[src/hw/rtl/tsbb_pkg.sv]
// tensor shard byte bounds: shared types, constants and the format table
// no dependencies; imported by every module of the block
`timescale 1ns / 1ps

package tsbb_pkg;

    // field widths
    localparam int DIM_BITS  = 24;
    localparam int BYTE_BITS = 50;
    localparam int IDX_BITS  = 6;
    localparam int TOT_BITS  = 7;
    localparam int FMT_BITS  = 8;
    localparam int UB_BITS   = 9;
    localparam int SH_BITS   = 4;

    // configuration register indexes
    localparam logic CFG_NODE_INDEX = 1'b0;
    localparam logic CFG_NODE_TOTAL = 1'b1;

    // status codes
    localparam logic STATUS_OK      = 1'b0;
    localparam logic STATUS_BAD_FMT = 1'b1;

    // element format codes
    localparam logic [FMT_BITS-1:0] FMT_F32   = 8'd0;
    localparam logic [FMT_BITS-1:0] FMT_F16   = 8'd1;
    localparam logic [FMT_BITS-1:0] FMT_Q4_0  = 8'd2;
    localparam logic [FMT_BITS-1:0] FMT_Q4_1  = 8'd3;
    localparam logic [FMT_BITS-1:0] FMT_Q5_0  = 8'd6;
    localparam logic [FMT_BITS-1:0] FMT_Q5_1  = 8'd7;
    localparam logic [FMT_BITS-1:0] FMT_Q8_0  = 8'd8;
    localparam logic [FMT_BITS-1:0] FMT_Q8_1  = 8'd9;
    localparam logic [FMT_BITS-1:0] FMT_Q2_K  = 8'd11;
    localparam logic [FMT_BITS-1:0] FMT_Q3_K  = 8'd12;
    localparam logic [FMT_BITS-1:0] FMT_Q4_K  = 8'd13;
    localparam logic [FMT_BITS-1:0] FMT_Q8_K  = 8'd14;
    localparam logic [FMT_BITS-1:0] FMT_Q5_K  = 8'd16;
    localparam logic [FMT_BITS-1:0] FMT_Q6_K  = 8'd17;
    localparam logic [FMT_BITS-1:0] FMT_IQ_K  = 8'd18;
    localparam logic [FMT_BITS-1:0] FMT_I8    = 8'd24;
    localparam logic [FMT_BITS-1:0] FMT_I16   = 8'd25;
    localparam logic [FMT_BITS-1:0] FMT_I32   = 8'd26;

    // log2 of elements per unit
    localparam logic [SH_BITS-1:0] SH_SCALAR = 4'd0;
    localparam logic [SH_BITS-1:0] SH_BLK32  = 4'd5;
    localparam logic [SH_BITS-1:0] SH_BLK256 = 4'd8;

    typedef struct packed {
        logic [DIM_BITS-1:0] tensor_columns;
        logic [DIM_BITS-1:0] tensor_rows;
        logic [FMT_BITS-1:0] element_format;
        logic                split_by_columns;
    } t_in;

    typedef struct packed {
        logic [DIM_BITS-1:0]  shard_first_row;
        logic [DIM_BITS-1:0]  shard_rows;
        logic [DIM_BITS-1:0]  shard_cols;
        logic [BYTE_BITS-1:0] shard_byte_offset;
        logic [BYTE_BITS-1:0] shard_byte_length;
        logic                 status;
    } t_out;

    // decoded format
    typedef struct packed {
        logic               ok;
        logic [UB_BITS-1:0] unit_bytes;
        logic [SH_BITS-1:0] blk_shift;
    } t_fmt;

    // sideband carried alongside the divider
    typedef struct packed {
        t_fmt                fmt;
        logic                by_cols;
        logic [DIM_BITS-1:0] cols;
        logic [DIM_BITS-1:0] rows;
    } t_side;

    // share of one transaction, handed to the byte stages
    typedef struct packed {
        t_fmt                fmt;
        logic                by_cols;
        logic [DIM_BITS-1:0] first_row;
        logic [DIM_BITS-1:0] n_rows;
        logic [DIM_BITS-1:0] n_cols;
        logic [DIM_BITS-1:0] first_col;
    } t_share;

    function automatic t_fmt fmt_decode(input logic [FMT_BITS-1:0] code);
        t_fmt f;
        f.ok         = 1'b1;
        f.unit_bytes = 9'd0;
        f.blk_shift  = SH_BLK256;
        case (code)
            FMT_F32:  begin f.unit_bytes = 9'd4;   f.blk_shift = SH_SCALAR; end
            FMT_F16:  begin f.unit_bytes = 9'd2;   f.blk_shift = SH_SCALAR; end
            FMT_I8:   begin f.unit_bytes = 9'd1;   f.blk_shift = SH_SCALAR; end
            FMT_I16:  begin f.unit_bytes = 9'd2;   f.blk_shift = SH_SCALAR; end
            FMT_I32:  begin f.unit_bytes = 9'd4;   f.blk_shift = SH_SCALAR; end
            FMT_Q4_0: begin f.unit_bytes = 9'd18;  f.blk_shift = SH_BLK32;  end
            FMT_Q4_1: begin f.unit_bytes = 9'd20;  f.blk_shift = SH_BLK32;  end
            FMT_Q5_0: begin f.unit_bytes = 9'd22;  f.blk_shift = SH_BLK32;  end
            FMT_Q5_1: begin f.unit_bytes = 9'd24;  f.blk_shift = SH_BLK32;  end
            FMT_Q8_0: begin f.unit_bytes = 9'd34;  f.blk_shift = SH_BLK32;  end
            FMT_Q8_1: begin f.unit_bytes = 9'd36;  f.blk_shift = SH_BLK32;  end
            FMT_Q8_K: f.unit_bytes = 9'd256;
            FMT_Q2_K: f.unit_bytes = 9'd110;
            FMT_Q3_K: f.unit_bytes = 9'd138;
            FMT_Q4_K: f.unit_bytes = 9'd166;
            FMT_Q5_K: f.unit_bytes = 9'd144;
            FMT_Q6_K: f.unit_bytes = 9'd176;
            FMT_IQ_K: f.unit_bytes = 9'd210;
            default:  f.ok = 1'b0;
        endcase
        return f;
    endfunction

endpackage

[src/hw/rtl/tsbb_div_pipe.sv]
// pipelined restoring divider, one quotient bit per stage, with sideband
// depends on tsbb_pkg
`timescale 1ns / 1ps

module tsbb_div_pipe (
    input  logic                          i_clk,
    input  logic                          i_rst_n,
    input  logic                          i_vld,
    input  logic [tsbb_pkg::DIM_BITS-1:0] i_num,
    input  logic [tsbb_pkg::TOT_BITS-1:0] i_den,
    input  tsbb_pkg::t_side               i_side,
    output logic                          o_vld,
    output logic [tsbb_pkg::DIM_BITS-1:0] o_quo,
    output logic [tsbb_pkg::TOT_BITS-1:0] o_rem,
    output tsbb_pkg::t_side               o_side
);
    import tsbb_pkg::*;

    logic                r_vld  [DIM_BITS];
    logic [DIM_BITS-1:0] r_work [DIM_BITS];
    logic [TOT_BITS-1:0] r_rem  [DIM_BITS];
    t_side               r_side [DIM_BITS];

    genvar s;
    generate
        for (s = 0; s < DIM_BITS; s++) begin : g_stage
            logic                vld_in;
            logic [DIM_BITS-1:0] work_in;
            logic [TOT_BITS-1:0] rem_in;
            t_side               side_in;
            logic [TOT_BITS:0]   trial;
            logic                ge;
            logic [DIM_BITS-1:0] n_work;
            logic [TOT_BITS-1:0] n_rem;

            // stage input: ports for the first stage, previous register after
            if (s == 0) begin : g_first
                assign vld_in  = i_vld;
                assign work_in = i_num;
                assign rem_in  = '0;
                assign side_in = i_side;
            end else begin : g_next
                assign vld_in  = r_vld[s-1];
                assign work_in = r_work[s-1];
                assign rem_in  = r_rem[s-1];
                assign side_in = r_side[s-1];
            end

            // one trial subtract; quotient bit shifts in as dividend shifts out
            always_comb begin
                trial  = {rem_in, work_in[DIM_BITS-1]};
                ge     = (trial >= {1'b0, i_den});
                n_rem  = ge ? TOT_BITS'(trial - {1'b0, i_den}) : trial[TOT_BITS-1:0];
                n_work = {work_in[DIM_BITS-2:0], ge};
            end

            always_ff @(posedge i_clk) begin
                if (!i_rst_n) begin
                    r_vld[s] <= 1'b0;
                end else begin
                    r_vld[s] <= vld_in;
                end
                r_work[s] <= n_work;
                r_rem[s]  <= n_rem;
                r_side[s] <= side_in;
            end
        end
    endgenerate

    assign o_vld  = r_vld[DIM_BITS-1];
    assign o_quo  = r_work[DIM_BITS-1];
    assign o_rem  = r_rem[DIM_BITS-1];
    assign o_side = r_side[DIM_BITS-1];

endmodule

[config.mk]
export PLATFORM = sky130hd
export DESIGN_NAME = tsbb_div_pipe
export DESIGN_NICKNAME = d
export VERILOG_FILES = /design/src/hw/rtl/tsbb_pkg.sv /design/src/hw/rtl/tsbb_div_pipe.sv
export SDC_FILE = /design/constraint.sdc
export NUM_CORES = 2
export LEC_CHECK = 0
export ABC_AREA = 0
export BUFFER_PORTS_ARGS = -buffer_cell sky130_fd_sc_hd__buf_2
export CAP_MARGIN = 15
export CORE_MARGIN = 5
export CORE_UTILIZATION = 40
export CTS_CLUSTER_DIAMETER = 100
export DETAILED_ROUTE_END_ITERATION = 7
export GPL_TIMING_DRIVEN = 0
export PLACE_DENSITY = 0.67
export SLEW_MARGIN = 10
export SYNTH_ARGS = -nofsm -noshare
export SYNTH_HDL_FRONTEND = slang
export SYNTH_SLANG_ARGS = --single-unit
[constraint.sdc]
create_clock -name i_clk -period 6.6 [get_ports i_clk]
set_input_delay 0.66 -clock i_clk [delete_from_list [all_inputs] [get_ports i_clk]]
set_output_delay 0.66 -clock i_clk [all_outputs]
set_load 0.02 [all_outputs]
==> impl_metrics.csv <==
group,metric,value,unit
detailed_routing,avgViaCountPerCell,4.083,
place,gp_congestion,0.7655,
floorplanning,io-pin-count,192,
synth,ys_types,50,
synth,mappedNetlistNets,3844,
critical_path,critical_path_class,"input pin to flip-flop",
cells_and_area,drive_gt1_frac,0.1647,
floorplanning,start_util,0.4018,
status,status,"finished, final reports clean",
min_path,hold_path.startpoint,"i_rst_n",
critical_path,r2r-start,"r_work[1][95]",
cells_and_area,finalNetCount,4336,
cts,htreeDepth,4,
floorplanning,die_y,383.9,µm
detailed_routing,drtIter0Drc,933,
synth,synthTopCellsByCount,"2280 x dfxtp_1, 166 x nor2_1, 163 x ha_1",
global_route,overflow,0,
global_route,grt_max_degree,26,
pwr,total_power,33.19,mW
synth,synth.cell_area,55920,µm²
cts,cts_tree,"yes",
sta,min_period_over_period,0.3942,
global_route,grt_use_total,0.1037,
cts,numCtsBuffers,208,
critical_path,crit_chain,"buf_4, inv_2, buf_12, ha_1, nor2b_1, o31a_1, a311o_1, mux2_4",
place,numPortBuffers,191,
detailed_routing,dr_total_vias,24920,
floorplanning,core_region_area,139200,µm²
pwr,p_leak,28.69,nW
detailed_routing,drtAntennaViolNets,0,
global_route,grt_pass1_wl,123800,µm
sta,hold_viol_final,0,
critical_path,worstPathMaxFanout,25,
critical_path,critPathLaunch,"i_den[1]",
detailed_routing,post-route-drc-count,0,
critical_path,cp_top_family,"buffers and inverters",
cts,clkSinkCount,2280,
synth,synthTopCellsByArea,"dfxtp_1 82%, ha_1 3.6%, mux2_4 2.1%, mux2i_1 1.3%, nor2_1 1.1%",
global_route,grt_util_met3,0.03288,
synth,ys_ff_latch,2280,
cts,clockBufferDepth,3,
global_route,grt_use_met1,0.1261,
detailed_routing,wl_per_cell,12.18,µm
sta,drv_slew,0,
sta,rsz0062_at_grt,"no",
sta,period_needed,2.601,ns
min_path,min_path_type,"input pin to flip-flop",
synth,seq_area_frac_synth,0.8162,
floorplanning,num_rows,137,
sta,worst_slack,3.999,ns
sta,finalClockSkew,0.04277,ns
job,max_cap_violations,0,
synth,synth_edf_count,0,
synth,synth_warnings,0,
synth,synth.top_cell.area_share,0.8162,
pwr,power_density,493.0,nW/µm²
cts,clock-root-buffer,"clkbuf_16",
critical_path,worst_setup_path_end_kind,"flip-flop",
sta,finalSetupViolCount,0,
critical_path,crit_required,7.28,ns
cells_and_area,num-fill-cells,11730,
critical_path,crit_arrival,3.28,ns
synth,synth-main-ff-cell,"dfxtp_1",
cells_and_area,final_area,67320,µm²
global_route,grt_use_met2,0.1698,
sta,timing.slew.headroom,0.4089,
critical_path,crit_path_start_kind,"input pin",
place,dp.cells,5631,
floorplanning,fp.dieW,383.9,µm
place,dp_hpwl,42610,µm
global_route,grt_antenna_before_repair,7,
sta,fmax,384.4,MHz
cts,path_clk_slew,0.06,ns
synth,async_flop_share,0,
place,place_ws,3.141,ns
cts,cts_setup_buffers,0,
critical_path,crit_buf_inv,3,
pwr,ir_drop,0.2813,mV
synth,postSynthCellCount,3561,
cells_and_area,area_growth_syn_to_layout,20.39,%
cells_and_area,layout.cells.non_filler,6104,
synth,yosysMostFrequentCell,"dfxtp_1",
global_route,grt_pass1_vias,25180,
critical_path,critPathMaxStageDelay,0.56,ns
detailed_routing,firstDrtPassIters,5,
synth,syn_area_per_cell,15.70,µm²
place,placed_area,59290,µm²
critical_path,slowest_stage,"buf_4",
sta,worstMarginPinSlew,0.8867,ns
detailed_routing,route.final.wire_length,74370,µm
cts,clk_latency,0.81,ns
synth,synth_area_leader_cell,"dfxtp_1",
sta,fin_setup_tns,0,ns
global_route,top_usage_layer,"met2",
floorplanning,dieArea,147400,µm²
-- cell families (layout without fill, tap and decap cells) --
family | after synthesis | after routing | synth area share
AOI/OAI and AO/OA | 294 | 294 | 0.03781
xor gates and xnor gates | 24 | 24 | 0.003759
adders and majority gates | 186 | 186 | 0.04471
buffers and inverters | 117 | 782 | 0.009733
DFF | 2280 | 2280 | 0.8162
muxes | 185 | 185 | 0.04106
other | 0 | 2 | 0
and+or+nand+nor | 475 | 475 | 0.04670
-- layout make-up --
| class | instances | area, µm² | area share |
|---|---|---|---|
| antenna | 2 | 5.005 | 0.00007434 |
| buffer | 16 | 165.2 | 0.002453 |
| clock buffer | 287 | 5913 | 0.08783 |
| clock inverter | 96 | 1240 | 0.01842 |
| inverter | 101 | 379.1 | 0.005631 |
| multi-input combinational | 1164 | 9732 | 0.1446 |
| sequential | 2280 | 45640 | 0.6780 |
| tap | 1876 | 2347 | 0.03486 |
| timing repair buffer | 282 | 1899 | 0.02821 |
-- worst reg2reg max path: cells and delay by family (launching register included) --
| kind | cells | cell delay, ns |
|---|---|---|
| fa+ha+maj | 2 | 0.61 |
| compound gates | 2 | 0.54 |
| flops | 1 | 0.45 |
| mux | 1 | 0.37 |
| simple gates | 2 | 0.27 |
| buf+inv | 1 | 0.10 |
-- layer usage --
layer	routed length, µm	up-vias
li1	-	12900
met5	0	-
met3	4168	190
met1	32850	11370
met2	34990	455
met4	2365	0
-- per-stage QoR --
stage          hold slack, ns  utilization
4_1_cts               0.03994       0.4837
5_1_grt               0.06378       0.4837
2_1_floorplan          0.3096            -
3_3_place_gp           0.3095       0.4255
6_report               0.1374       0.4837
3_5_place_dp           0.3121       0.4259
-- cell usage in the layout, fill, tap and decap left out, drive strengths merged, types with 50 or more instances in the layout --
| cell type | instances |
|---|---|
| a21oi | 75 |
| clkbuf | 289 |
| dfxtp | 2280 |
| clkinv | 51 |
| mux2 | 115 |
| dlygate4sd3 | 88 |
| nor3 | 50 |
| inv | 115 |
| o21ai | 86 |
| nor2 | 183 |
| mux2i | 70 |
| ha | 163 |
| buf | 208 |
-- sequential cells by signal, summed over array words and instances, names as in the netlist --
name    count
r_vld      24
r_rem     168
r_work    576
r_side   1512
-- timing repair --
action	CTS	global route
endpoints found under the setup margin	0	0
endpoints found under the hold margin	88	0
gates resized for setup	0	0
hold buffers	88	0
-- worst paths after layout --
kind	endpoint	slack [ns]	cells after the start
max reg2reg	r_rem[1][33]	4.13	8
min reg2reg	r_work[2][68]	0.29	0
max	r_rem[0][19]	4.00	8
min	r_vld[21]	0.14	2
-- report_power, final --
| group | switching, mW | internal, mW | leakage (nW) |
|---|---|---|---|
| registers | 0.531 | 15.5 | 19.2 |
| logic | 2.58 | 2.57 | 6.00 |
| clock network | 4.98 | 7.03 | 3.49 |
Power figures use the tool's default switching activity.
